## src/rtl/fjss_pkg.sv

```systemverilog
`timescale 1ns / 1ps
// ----------------------------------------------------------------------------
// fjss_pkg
// Shared types, constants and the CRC-32 update for the journal slot scanner.
// ----------------------------------------------------------------------------
package fjss_pkg;

    localparam int SLOT_WORDS_DEF = 48;
    localparam int CRC_WORDS_DEF  = 46;
    localparam int MAX_SLOTS_DEF  = 1023;

    localparam int SLOT_W   = 10;
    localparam int OUT_DW   = 120;
    localparam int CFG_IW   = 3;
    localparam int Q_DEPTH  = 4;

    localparam logic [31:0] ALL_ONES = 32'hFFFF_FFFF;
    localparam logic [31:0] CRC_POLY = 32'hEDB8_8320;

    localparam logic [31:0] MAGIC_RST   = 32'h4B44_5443;
    localparam logic [15:0] VERSION_RST = 16'd2;
    localparam logic [15:0] PAYLOAD_RST = 16'd171;
    localparam logic [31:0] COMMIT_RST  = 32'hA55A_A55A;
    localparam logic [9:0]  SLOTCNT_RST = 10'd682;

    localparam logic [CFG_IW-1:0] REG_MAGIC   = 3'd0;
    localparam logic [CFG_IW-1:0] REG_VERSION = 3'd1;
    localparam logic [CFG_IW-1:0] REG_PAYLOAD = 3'd2;
    localparam logic [CFG_IW-1:0] REG_COMMIT  = 3'd3;
    localparam logic [CFG_IW-1:0] REG_SLOTCNT = 3'd4;

    localparam logic [1:0] VERDICT_VALID   = 2'd0;
    localparam logic [1:0] VERDICT_INVALID = 2'd1;
    localparam logic [1:0] VERDICT_ERASED  = 2'd2;

    localparam logic [SLOT_W-1:0] CNT_MAX = '1;

    typedef struct packed {
        logic [31:0] magic;
        logic [15:0] version;
        logic [15:0] payload;
        logic [31:0] commit;
        logic [9:0]  slot_count;
    } cfg_t;

    // clear: start of a new scan, no result; otherwise one slot verdict
    typedef struct packed {
        logic              clear;
        logic [1:0]        verdict;
        logic [31:0]       seq;
        logic [SLOT_W-1:0] slot;
        logic [SLOT_W-1:0] next_free;
        logic              full;
        logic              done;
    } entry_t;

    typedef logic [31:0][31:0] crc_cols_t;

    function automatic crc_cols_t build_cols();
        crc_cols_t cols;
        logic [31:0] c;
        for (int i = 0; i < 32; i++)
        begin
            c = 32'h1 << i;
            for (int k = 0; k < 32; k++)
            begin
                c = c[0] ? ((c >> 1) ^ CRC_POLY) : (c >> 1);
            end
            cols[i] = c;
        end
        return cols;
    endfunction

    localparam crc_cols_t CRC_COLS = build_cols();

    // four reflected byte steps, low byte first, as one linear map
    function automatic logic [31:0] crc_next(input logic [31:0] crc, input logic [31:0] w);
        logic [31:0] v;
        logic [31:0] acc;
        v   = crc ^ w;
        acc = '0;
        for (int i = 0; i < 32; i++)
        begin
            if (v[i])
            begin
                acc = acc ^ CRC_COLS[i];
            end
        end
        return acc;
    endfunction

endpackage

```

## src/rtl/flash_journal_slot_scanner_unit.sv

```systemverilog
`timescale 1ns / 1ps
// ----------------------------------------------------------------------------
// flash_journal_slot_scanner_unit
// Validates fixed-size flash journal slots from a word stream and reports a
// verdict with running scan status after each judged slot.
//
//  channel  | direction | contents
//  ---------+-----------+----------------------------------------------------
//  s_axis   | in        | one journal word or a scan restart per transfer
//  m_axis   | out       | one result per judged slot, tlast on last of scan
//  cfg      | in        | register write, index and data, no read-back
//
//  One word per cycle is taken while the verdict queue is not full; the CRC-32
//  of a word is one XOR network. The result of the word that closes a slot is
//  held first in the verdict queue, then in the output register.
//  The 4-entry queue lets words keep flowing while a result is held by
//  m_axis_tready; s_axis_tready drops only when the queue is full.
//  Reset clears scan state and loads the register defaults.
// ----------------------------------------------------------------------------
module flash_journal_slot_scanner_unit #(
    parameter int SLOT_WORDS = fjss_pkg::SLOT_WORDS_DEF,
    parameter int CRC_WORDS  = fjss_pkg::CRC_WORDS_DEF,
    parameter int MAX_SLOTS  = fjss_pkg::MAX_SLOTS_DEF
)
(
    input  logic                          clk,
    input  logic                          rst_n,
    input  logic                          s_axis_tvalid,
    output logic                          s_axis_tready,
    input  logic [31:0]                   s_axis_tdata,   // flash_word
    input  logic [0:0]                    s_axis_tuser,   // mode
    output logic                          m_axis_tvalid,
    input  logic                          m_axis_tready,
    // slot_index, slot_sequence, valid_total, error_total, newest_seq,
    // latest_slot, found_valid, next_free_slot, region_full, zero pad
    output logic [fjss_pkg::OUT_DW-1:0]   m_axis_tdata,
    output logic [1:0]                    m_axis_tuser,   // verdict
    output logic                          m_axis_tlast,   // scan_done
    input  logic                          cfg_wr_en,
    input  logic [fjss_pkg::CFG_IW-1:0]   cfg_index,
    input  logic [31:0]                   cfg_wdata
);

    fjss_pkg::cfg_t   cfg_reg;
    fjss_pkg::entry_t push_data;
    fjss_pkg::entry_t pop_data;
    logic             push;
    logic             pop;
    logic             q_full;
    logic             q_valid;

    always_ff @(posedge clk or negedge rst_n)
    begin
        if (!rst_n)
        begin
            cfg_reg.magic      <= fjss_pkg::MAGIC_RST;
            cfg_reg.version    <= fjss_pkg::VERSION_RST;
            cfg_reg.payload    <= fjss_pkg::PAYLOAD_RST;
            cfg_reg.commit     <= fjss_pkg::COMMIT_RST;
            cfg_reg.slot_count <= fjss_pkg::SLOTCNT_RST;
        end
        else if (cfg_wr_en)
        begin
            case (cfg_index)
                fjss_pkg::REG_MAGIC:   cfg_reg.magic      <= cfg_wdata;
                fjss_pkg::REG_VERSION: cfg_reg.version    <= cfg_wdata[15:0];
                fjss_pkg::REG_PAYLOAD: cfg_reg.payload    <= cfg_wdata[15:0];
                fjss_pkg::REG_COMMIT:  cfg_reg.commit     <= cfg_wdata;
                fjss_pkg::REG_SLOTCNT: cfg_reg.slot_count <= cfg_wdata[9:0];
                default:
                begin
                end
            endcase
        end
    end

    fjss_front #(
        .SLOT_WORDS (SLOT_WORDS),
        .CRC_WORDS  (CRC_WORDS),
        .MAX_SLOTS  (MAX_SLOTS)
    ) u_front (
        .clk       (clk),
        .rst_n     (rst_n),
        .in_valid  (s_axis_tvalid),
        .in_ready  (s_axis_tready),
        .in_mode   (s_axis_tuser[0]),
        .in_word   (s_axis_tdata),
        .cfg       (cfg_reg),
        .push      (push),
        .push_data (push_data),
        .q_full    (q_full)
    );

    fjss_queue u_queue (
        .clk       (clk),
        .rst_n     (rst_n),
        .push      (push),
        .push_data (push_data),
        .full      (q_full),
        .pop       (pop),
        .pop_data  (pop_data),
        .not_empty (q_valid)
    );

    fjss_back u_back (
        .clk       (clk),
        .rst_n     (rst_n),
        .q_valid   (q_valid),
        .q_data    (pop_data),
        .pop       (pop),
        .out_valid (m_axis_tvalid),
        .out_ready (m_axis_tready),
        .out_data  (m_axis_tdata),
        .out_user  (m_axis_tuser),
        .out_last  (m_axis_tlast)
    );

    // erased slot closes the scan and is itself the next free slot
    a_erased_ends: assert property (@(posedge clk) disable iff (!rst_n)
        (m_axis_tvalid && m_axis_tuser == fjss_pkg::VERDICT_ERASED) |->
        (m_axis_tlast && m_axis_tdata[114:105] == m_axis_tdata[9:0]))
        else $error("erased result without scan end or with wrong free slot");

    // a valid slot becomes the latest valid slot
    a_valid_latest: assert property (@(posedge clk) disable iff (!rst_n)
        (m_axis_tvalid && m_axis_tuser == fjss_pkg::VERDICT_VALID) |->
        (m_axis_tdata[104] && m_axis_tdata[103:94] == m_axis_tdata[9:0] &&
         m_axis_tdata[93:62] == m_axis_tdata[41:10]))
        else $error("valid result not reflected in latest slot");

    // a judged slot advances the free slot by one
    a_next_free: assert property (@(posedge clk) disable iff (!rst_n)
        (m_axis_tvalid && m_axis_tuser != fjss_pkg::VERDICT_ERASED) |->
        (m_axis_tdata[114:105] == m_axis_tdata[9:0] + 10'd1))
        else $error("free slot not one past judged slot");

endmodule

```

## src/rtl/fjss_queue.sv

```systemverilog
`timescale 1ns / 1ps
// ----------------------------------------------------------------------------
// fjss_queue
// Short FIFO of slot verdicts between the word front end and the tally stage.
// ----------------------------------------------------------------------------
module fjss_queue
(
    input  logic             clk,
    input  logic             rst_n,
    input  logic             push,
    input  fjss_pkg::entry_t push_data,
    output logic             full,
    input  logic             pop,
    output fjss_pkg::entry_t pop_data,
    output logic             not_empty
);

    localparam int PW = $clog2(fjss_pkg::Q_DEPTH);
    localparam int CW = $clog2(fjss_pkg::Q_DEPTH + 1);
    localparam logic [CW-1:0] DEPTH_C = CW'(fjss_pkg::Q_DEPTH);

    fjss_pkg::entry_t mem [fjss_pkg::Q_DEPTH];
    logic [PW-1:0] wr_ptr_reg;
    logic [PW-1:0] rd_ptr_reg;
    logic [CW-1:0] count_reg;
    logic [CW-1:0] count_next;

    assign full      = (count_reg == DEPTH_C);
    assign not_empty = (count_reg != '0);
    assign pop_data  = mem[rd_ptr_reg];

    always_comb
    begin
        count_next = count_reg;
        if (push && !pop)
        begin
            count_next = count_reg + 1'b1;
        end
        else if (pop && !push)
        begin
            count_next = count_reg - 1'b1;
        end
    end

    always_ff @(posedge clk)
    begin
        if (push)
        begin
            mem[wr_ptr_reg] <= push_data;
        end
    end

    always_ff @(posedge clk or negedge rst_n)
    begin
        if (!rst_n)
        begin
            wr_ptr_reg <= '0;
            rd_ptr_reg <= '0;
            count_reg  <= '0;
        end
        else
        begin
            if (push)
            begin
                wr_ptr_reg <= (wr_ptr_reg == PW'(fjss_pkg::Q_DEPTH - 1)) ? '0 : wr_ptr_reg + 1'b1;
            end
            if (pop)
            begin
                rd_ptr_reg <= (rd_ptr_reg == PW'(fjss_pkg::Q_DEPTH - 1)) ? '0 : rd_ptr_reg + 1'b1;
            end
            count_reg <= count_next;
        end
    end

endmodule

```

## src/rtl/fjss_front.sv

```systemverilog
`timescale 1ns / 1ps
// ----------------------------------------------------------------------------
// fjss_front
// Word front end: tracks slot position, runs the CRC and header checks and
// queues one verdict per judged slot plus a marker for each scan restart.
// ----------------------------------------------------------------------------
module fjss_front #(
    parameter int SLOT_WORDS = fjss_pkg::SLOT_WORDS_DEF,
    parameter int CRC_WORDS  = fjss_pkg::CRC_WORDS_DEF,
    parameter int MAX_SLOTS  = fjss_pkg::MAX_SLOTS_DEF
)
(
    input  logic             clk,
    input  logic             rst_n,
    input  logic             in_valid,
    output logic             in_ready,
    input  logic             in_mode,
    input  logic [31:0]      in_word,
    input  fjss_pkg::cfg_t   cfg,
    output logic             push,
    output fjss_pkg::entry_t push_data,
    input  logic             q_full
);

    localparam int POS_W = $clog2(SLOT_WORDS);
    localparam int SW    = fjss_pkg::SLOT_W;
    localparam logic [POS_W-1:0] LAST_POS = POS_W'(SLOT_WORDS - 1);
    localparam logic [POS_W-1:0] CRC_POS  = POS_W'(CRC_WORDS);
    localparam logic [POS_W-1:0] VER_POS  = POS_W'(1);
    localparam logic [POS_W-1:0] SEQ_POS  = POS_W'(2);
    localparam logic [SW:0]      MAX_LIM  = (SW+1)'(MAX_SLOTS);

    logic [POS_W-1:0] pos_reg;
    logic [31:0]      crc_reg;
    logic             hok_reg;
    logic [31:0]      held_reg;
    logic [SW-1:0]    cur_reg;
    logic             finished_reg;

    logic             accept;
    logic [SW:0]      limit;
    logic [31:0]      crc_in;
    logic [31:0]      crc_upd;
    logic             hok;
    logic [31:0]      seq;
    logic             is_erased;
    logic             is_last;
    logic [SW:0]      slot1;
    logic             done;

    assign in_ready = !q_full;
    assign accept   = in_valid && in_ready;

    always_comb
    begin
        limit = {1'b0, cfg.slot_count};
        if (limit > MAX_LIM)
        begin
            limit = MAX_LIM;
        end
        if (limit == '0)
        begin
            limit = (SW+1)'(1);
        end

        crc_in  = (pos_reg == '0) ? fjss_pkg::ALL_ONES : crc_reg;
        crc_upd = fjss_pkg::crc_next(crc_in, in_word);

        hok = (pos_reg == '0) ? (in_word == cfg.magic) : hok_reg;
        if (pos_reg == VER_POS &&
            (in_word[15:0] != cfg.version || in_word[31:16] != cfg.payload))
        begin
            hok = 1'b0;
        end
        if (pos_reg == CRC_POS && (crc_in ^ fjss_pkg::ALL_ONES) != in_word)
        begin
            hok = 1'b0;
        end

        seq       = (pos_reg == SEQ_POS) ? in_word : held_reg;
        is_erased = (pos_reg == '0) && (in_word == fjss_pkg::ALL_ONES);
        is_last   = (pos_reg == LAST_POS);
        slot1     = {1'b0, cur_reg} + 1'b1;
        done      = (slot1 >= limit);

        push_data.clear = in_mode;
        push_data.slot  = cur_reg;
        if (is_erased)
        begin
            push_data.verdict   = fjss_pkg::VERDICT_ERASED;
            push_data.seq       = '0;
            push_data.next_free = cur_reg;
            push_data.full      = (slot1 > limit);
            push_data.done      = 1'b1;
        end
        else
        begin
            push_data.verdict   = (hok && in_word == cfg.commit) ? fjss_pkg::VERDICT_VALID
                                                                 : fjss_pkg::VERDICT_INVALID;
            push_data.seq       = seq;
            push_data.next_free = slot1[SW-1:0];
            push_data.full      = ((slot1 + 1'b1) > limit);
            push_data.done      = done;
        end

        push = accept && (in_mode || (!finished_reg && (is_erased || is_last)));
    end

    always_ff @(posedge clk or negedge rst_n)
    begin
        if (!rst_n)
        begin
            pos_reg      <= '0;
            crc_reg      <= fjss_pkg::ALL_ONES;
            hok_reg      <= 1'b1;
            held_reg     <= '0;
            cur_reg      <= '0;
            finished_reg <= 1'b0;
        end
        else if (accept)
        begin
            if (in_mode)
            begin
                pos_reg      <= '0;
                crc_reg      <= fjss_pkg::ALL_ONES;
                hok_reg      <= 1'b1;
                held_reg     <= '0;
                cur_reg      <= '0;
                finished_reg <= 1'b0;
            end
            else if (!finished_reg)
            begin
                if (is_erased)
                begin
                    finished_reg <= 1'b1;
                end
                else if (is_last)
                begin
                    pos_reg  <= '0;
                    crc_reg  <= fjss_pkg::ALL_ONES;
                    hok_reg  <= 1'b1;
                    held_reg <= seq;
                    if (done)
                    begin
                        finished_reg <= 1'b1;
                    end
                    else
                    begin
                        cur_reg <= slot1[SW-1:0];
                    end
                end
                else
                begin
                    pos_reg  <= pos_reg + 1'b1;
                    hok_reg  <= hok;
                    held_reg <= seq;
                    crc_reg  <= (pos_reg < CRC_POS) ? crc_upd : crc_in;
                end
            end
        end
    end

endmodule

```

## src/rtl/fjss_back.sv

```systemverilog
`timescale 1ns / 1ps
// ----------------------------------------------------------------------------
// fjss_back
// Tally stage: keeps scan counters and the last valid slot, forms the result
// and holds it in the output register.
// ----------------------------------------------------------------------------
module fjss_back
(
    input  logic                         clk,
    input  logic                         rst_n,
    input  logic                         q_valid,
    input  fjss_pkg::entry_t             q_data,
    output logic                         pop,
    output logic                         out_valid,
    input  logic                         out_ready,
    output logic [fjss_pkg::OUT_DW-1:0]  out_data,
    output logic [1:0]                   out_user,
    output logic                         out_last
);

    localparam int SW = fjss_pkg::SLOT_W;

    logic [SW-1:0] valid_cnt_reg;
    logic [SW-1:0] error_cnt_reg;
    logic [31:0]   last_seq_reg;
    logic [SW-1:0] last_slot_reg;
    logic          any_reg;
    logic          out_valid_reg;
    logic [fjss_pkg::OUT_DW-1:0] out_data_reg;
    logic [1:0]    out_user_reg;
    logic          out_last_reg;

    logic [SW-1:0] valid_cnt_next;
    logic [SW-1:0] error_cnt_next;
    logic [31:0]   last_seq_next;
    logic [SW-1:0] last_slot_next;
    logic          any_next;
    logic          out_free;
    logic          emit;

    assign out_free  = !out_valid_reg || out_ready;
    assign pop       = q_valid && (q_data.clear || out_free);
    assign emit      = pop && !q_data.clear;
    assign out_valid = out_valid_reg;
    assign out_data  = out_data_reg;
    assign out_user  = out_user_reg;
    assign out_last  = out_last_reg;

    always_comb
    begin
        valid_cnt_next = valid_cnt_reg;
        error_cnt_next = error_cnt_reg;
        last_seq_next  = last_seq_reg;
        last_slot_next = last_slot_reg;
        any_next       = any_reg;
        case (q_data.verdict)
            fjss_pkg::VERDICT_VALID:
            begin
                if (valid_cnt_reg != fjss_pkg::CNT_MAX)
                begin
                    valid_cnt_next = valid_cnt_reg + 1'b1;
                end
                last_seq_next  = q_data.seq;
                last_slot_next = q_data.slot;
                any_next       = 1'b1;
            end
            fjss_pkg::VERDICT_INVALID:
            begin
                if (error_cnt_reg != fjss_pkg::CNT_MAX)
                begin
                    error_cnt_next = error_cnt_reg + 1'b1;
                end
            end
            default:
            begin
            end
        endcase
    end

    always_ff @(posedge clk)
    begin
        if (emit)
        begin
            out_data_reg <= {4'b0, q_data.full, q_data.next_free, any_next, last_slot_next,
                             last_seq_next, error_cnt_next, valid_cnt_next, q_data.seq,
                             q_data.slot};
            out_user_reg <= q_data.verdict;
            out_last_reg <= q_data.done;
        end
    end

    always_ff @(posedge clk or negedge rst_n)
    begin
        if (!rst_n)
        begin
            valid_cnt_reg <= '0;
            error_cnt_reg <= '0;
            last_seq_reg  <= '0;
            last_slot_reg <= '0;
            any_reg       <= 1'b0;
            out_valid_reg <= 1'b0;
        end
        else
        begin
            if (pop && q_data.clear)
            begin
                valid_cnt_reg <= '0;
                error_cnt_reg <= '0;
                last_seq_reg  <= '0;
                last_slot_reg <= '0;
                any_reg       <= 1'b0;
            end
            else if (emit)
            begin
                valid_cnt_reg <= valid_cnt_next;
                error_cnt_reg <= error_cnt_next;
                last_seq_reg  <= last_seq_next;
                last_slot_reg <= last_slot_next;
                any_reg       <= any_next;
            end
            if (emit)
            begin
                out_valid_reg <= 1'b1;
            end
            else if (out_ready)
            begin
                out_valid_reg <= 1'b0;
            end
        end
    end

endmodule
```

## config.mk

```make
export PLATFORM = sky130hd
export DESIGN_NAME = flash_journal_slot_scanner_unit
export DESIGN_NICKNAME = d
export VERILOG_FILES = /design/src/rtl/fjss_pkg.sv /design/src/rtl/flash_journal_slot_scanner_unit.sv /design/src/rtl/fjss_queue.sv /design/src/rtl/fjss_front.sv /design/src/rtl/fjss_back.sv
export SDC_FILE = /design/constraint.sdc
export NUM_CORES = 1
export LEC_CHECK = 0
export BUFFER_PORTS_ARGS = -buffer_cell sky130_fd_sc_hd__buf_2
export CAP_MARGIN = 25
export CELL_PAD_IN_SITES_DETAIL_PLACEMENT = 1
export CELL_PAD_IN_SITES_GLOBAL_PLACEMENT = 2
export CORE_MARGIN = 3
export CORE_UTILIZATION = 43
export CTS_CLUSTER_DIAMETER = 30
export DETAILED_ROUTE_END_ITERATION = 8
export GPL_ROUTABILITY_DRIVEN = 0
export HOLD_SLACK_MARGIN = 0.02
export PLACE_DENSITY_LB_ADDON = 0.1
export SYNTH_ARGS = -nofsm -noshare
export SYNTH_HDL_FRONTEND = slang
export SYNTH_SLANG_ARGS = --single-unit
```

## constraint.sdc

```tcl
create_clock -name clk -period 6.59 [get_ports clk]
set_input_delay 0.9885 -clock clk [delete_from_list [all_inputs] [get_ports clk]]
set_output_delay 0.9885 -clock clk [all_outputs]
set_load 0.005 [all_outputs]
```

==> results.ini <==
[timing]
slew_headroom = 0.304
setup_viol_count_final = 0
layout_worst_path_cycle_share = 0.665
timing.clock.skew_ps = 40.2
report.final.slew_viol_count = 0
tightestPinTransition_ps = 1040
fmaxAchievable_mhz = 228
hold_viol = 0
final.min_clock_period_ps = 4380
post-route-worst-setup-slack_ps = 2210
tns_ps = 0
rsz0062_at_grt = no

[clocking]
cts_resized = 0
ctsHoldBuffers = 0
cts_setup_buffers = 0
cts-htree-levels = 4
cts_inserted_buffers = 136
cts-root-buf = sky130_fd_sc_hd__clkbuf_16
cts.sinks = 606
cts-root-to-sink-buffers = 3
cts_tree = done
clk_transition_reported_paths_ps = 40
clock_latency_ps = 710

[placement]
post-place-cells = 3146
portBuffers = 193
place_worst_setup_slack_ps = 2180
place_area_um2 = 31200
hpwlAfterDp_um = 58900

[layout]
layout-area-overhead-vs-synth_pct = 22.4
multi_input_comb_area_um2 = 11800
final_layout_size_suffix_gt1_frac = 0.305
largest_register_ff_count = 228
net_total_in_the_final_layout = 2520
fin_cells = 3403
seqCellArea_um2 = 17000
stdcell_area_um2 = 36100
fill_cells = 6672

[route]
viasPerCell = 5.53
post_drt_wl_per_cell_um = 25.6
wl_um = 87100
total_number_of_vias = 18818
drc_errors = 0
firstDrtPassIters = 5
drtIter0Drc = 1411
drt.antenna.violating_nets = 0

[grt]
groute.usage.overall = 0.246
first_global_vias = 19964
maximum_number_of_pins_on_one_net_before_global_route_repair = 152
globalRouteMet3Util = 0.0488
global_routing_met2_resource_utilization = 0.403
top_usage_layer = met2
grtUsageMet1 = 0.333
grt_antenna_before_repair = 3
grt_pass1_wl_um = 131000
grt_overflow_total = 0

[pwr]
total_power_uw = 21700
leakage_uw = 0.0140
p_per_area_nw_per_um2 = 601
irDropWorstVdd_mv = 0.397

[yosys]
synthCells = 2202
share_of_synthesized_area_occupied_by_flip_flops_and_latches = 0.576
yosysWarnings = 0
cell_type_with_the_largest_total_area_after_synthesis = sky130_fd_sc_hd__edfxtp_1
synth_edf_count = 347
count_leader_synth = sky130_fd_sc_hd__edfxtp_1
synth_area_um2 = 29500
synth.top_cell.area_share = 0.353
yosys.cell_types.count = 63
synth-seq-cells = 606
top_post_synthesis_cells_by_area = sky130_fd_sc_hd__edfxtp_1 35%, sky130_fd_sc_hd__dfrtp_1 16%, sky130_fd_sc_hd__xnor2_1 8.3%
synthArstFlopShare = 0.427
synthesis.area_per_instance_um2 = 13.4
yosys-top-cells-count = 347 x sky130_fd_sc_hd__edfxtp_1, 279 x sky130_fd_sc_hd__xnor2_1, 187 x sky130_fd_sc_hd__dfrtp_1, 155 x sky130_fd_sc_hd__xor2_1, 145 x sky130_fd_sc_hd__mux2_2
yosys_most_used_dff = sky130_fd_sc_hd__edfxtp_1

[critical_path]
reg2regPathDepth = 10
crit_path_max_fanout = 55
data_arrival_time_of_the_worst_path_ps = 5000
start_kind = flip-flop
rrSetupSlack_ps = 2210
worstPathRequired_ps = 7210
rr_endpoint = u_front.crc_reg[26]
reg2reg_from = u_front.pos_reg[2]
worst_setup_path_end_kind = flip-flop
critPathKind = reg -> reg

[floorplanning]
fp-row-count = 95
die_width_um = 268
floorplan.initialDensity = 0.437
design.die.area_um2 = 71800
core_region_area_um2 = 67500
dieHeight_um = 268
num_io_pins = 198

[min_path]
worstHoldPathType = in -> async

[job]
max-cap-violations = 0

[run_status]
outcome = completed

[critical path: stages (launching register included)]
cell and delay (ps):
sky130_fd_sc_hd__dfrtp_1 490, sky130_fd_sc_hd__nor4_4 530, sky130_fd_sc_hd__and2_4 670, sky130_fd_sc_hd__buf_4 430, sky130_fd_sc_hd__nor2_1 90, sky130_fd_sc_hd__xnor2_1 190, sky130_fd_sc_hd__xnor2_1 730, sky130_fd_sc_hd__xor2_1 180
sky130_fd_sc_hd__xnor2_1 500, sky130_fd_sc_hd__xnor2_1 240, sky130_fd_sc_hd__a21oi_1 200
[where the power goes]
group | internal [uW] | switching, uW
registers | 5400 | 735
logic | 3790 | 4800
clock network | 4710 | 2280
[per-stage QoR]
step / util / hold slack, ps
2_1_floorplan: - / 466
4_1_cts: 0.535 / 182
3_3_place_gp: 0.462 / 482
6_report: 0.535 / 191
5_1_grt: 0.535 / 182
3_5_place_dp: 0.463 / 481
[layout make-up]
cell class / instances / share of cell area
multi-input cells: 1418 / 0.328
clock inverters: 81 / 0.0311
flip-flops and latches: 606 / 0.471
diodes: 3 / 0.000208
clock buffers: 173 / 0.103
inverters: 33 / 0.00357
well taps: 873 / 0.0303
repair buffers: 216 / 0.0326
[layer usage]
| layer | vias to the layer above | routed length (um) |
|---|---|---|
| met2 | 515 | 42500 |
| met1 | 9751 | 38200 |
| met4 | 2 | 2150 |
| met3 | 161 | 4310 |
| li1 | 8389 | - |
| met5 | - | 13 |
[layout by cell type, fill, tap and decap left out, types with 6 or more instances in the layout]
cell type and count:
sky130_fd_sc_hd__xnor2_2 21, sky130_fd_sc_hd__a21oi_1 94, sky130_fd_sc_hd__ha_1 35, sky130_fd_sc_hd__buf_2 192
sky130_fd_sc_hd__o32ai_1 12, sky130_fd_sc_hd__inv_1 32, sky130_fd_sc_hd__clkinv_1 8, sky130_fd_sc_hd__clkbuf_16 139
sky130_fd_sc_hd__mux4_2 57, sky130_fd_sc_hd__o21a_1 11, sky130_fd_sc_hd__nor4b_1 11, sky130_fd_sc_hd__nor3_1 20
sky130_fd_sc_hd__xnor2_1 279, sky130_fd_sc_hd__clkbuf_8 13, sky130_fd_sc_hd__clkbuf_1 21, sky130_fd_sc_hd__nor2_2 6
sky130_fd_sc_hd__bufinv_16 17, sky130_fd_sc_hd__a31oi_1 20, sky130_fd_sc_hd__buf_4 20, sky130_fd_sc_hd__a22o_1 90
sky130_fd_sc_hd__clkinv_16 7, sky130_fd_sc_hd__xnor2_4 6, sky130_fd_sc_hd__dfstp_2 72, sky130_fd_sc_hd__clkinvlp_4 16
sky130_fd_sc_hd__nand2_1 123, sky130_fd_sc_hd__edfxtp_1 347, sky130_fd_sc_hd__mux2_2 145, sky130_fd_sc_hd__nand3_1 22
sky130_fd_sc_hd__and3_1 6, sky130_fd_sc_hd__nor2b_1 6, sky130_fd_sc_hd__a21o_1 8, sky130_fd_sc_hd__dfrtp_1 185
sky130_fd_sc_hd__nand4_1 34, sky130_fd_sc_hd__nor2_1 117, sky130_fd_sc_hd__xor2_1 155, sky130_fd_sc_hd__o21ai_0 40
sky130_fd_sc_hd__nand2b_1 12, sky130_fd_sc_hd__clkinv_2 21, sky130_fd_sc_hd__nor4_1 27
[how the worst max path moves through the flow]
stage,depth (start not counted),start,to
global route,9,u_front.pos_reg[2],u_queue.mem[2][54]
finish,10,u_front.pos_reg[2],u_front.crc_reg[26]
CTS,9,u_front.pos_reg[2],u_queue.mem[2][54]
global placement,10,s_axis_tdata[8],u_queue.mem[2][44]
floorplan,6,u_queue.rd_ptr_reg[0],u_back.out_data[0]
detailed placement,10,s_axis_tdata[26],u_queue.mem[2][43]
[kinds of logic after synthesis]
group / after synthesis / share of synthesized area
buffers and inverters: 181 / 0.0255
AOI/OAI and AO/OA: 300 / 0.0687
adders and majority gates: 36 / 0.0155
DFF: 606 / 0.576
and+or+nand+nor: 412 / 0.0667
other: 1 / 0.000127
xor gates and xnor gates: 464 / 0.149
muxes: 202 / 0.0989
Note: power is estimated with default switching activity, not from simulation.
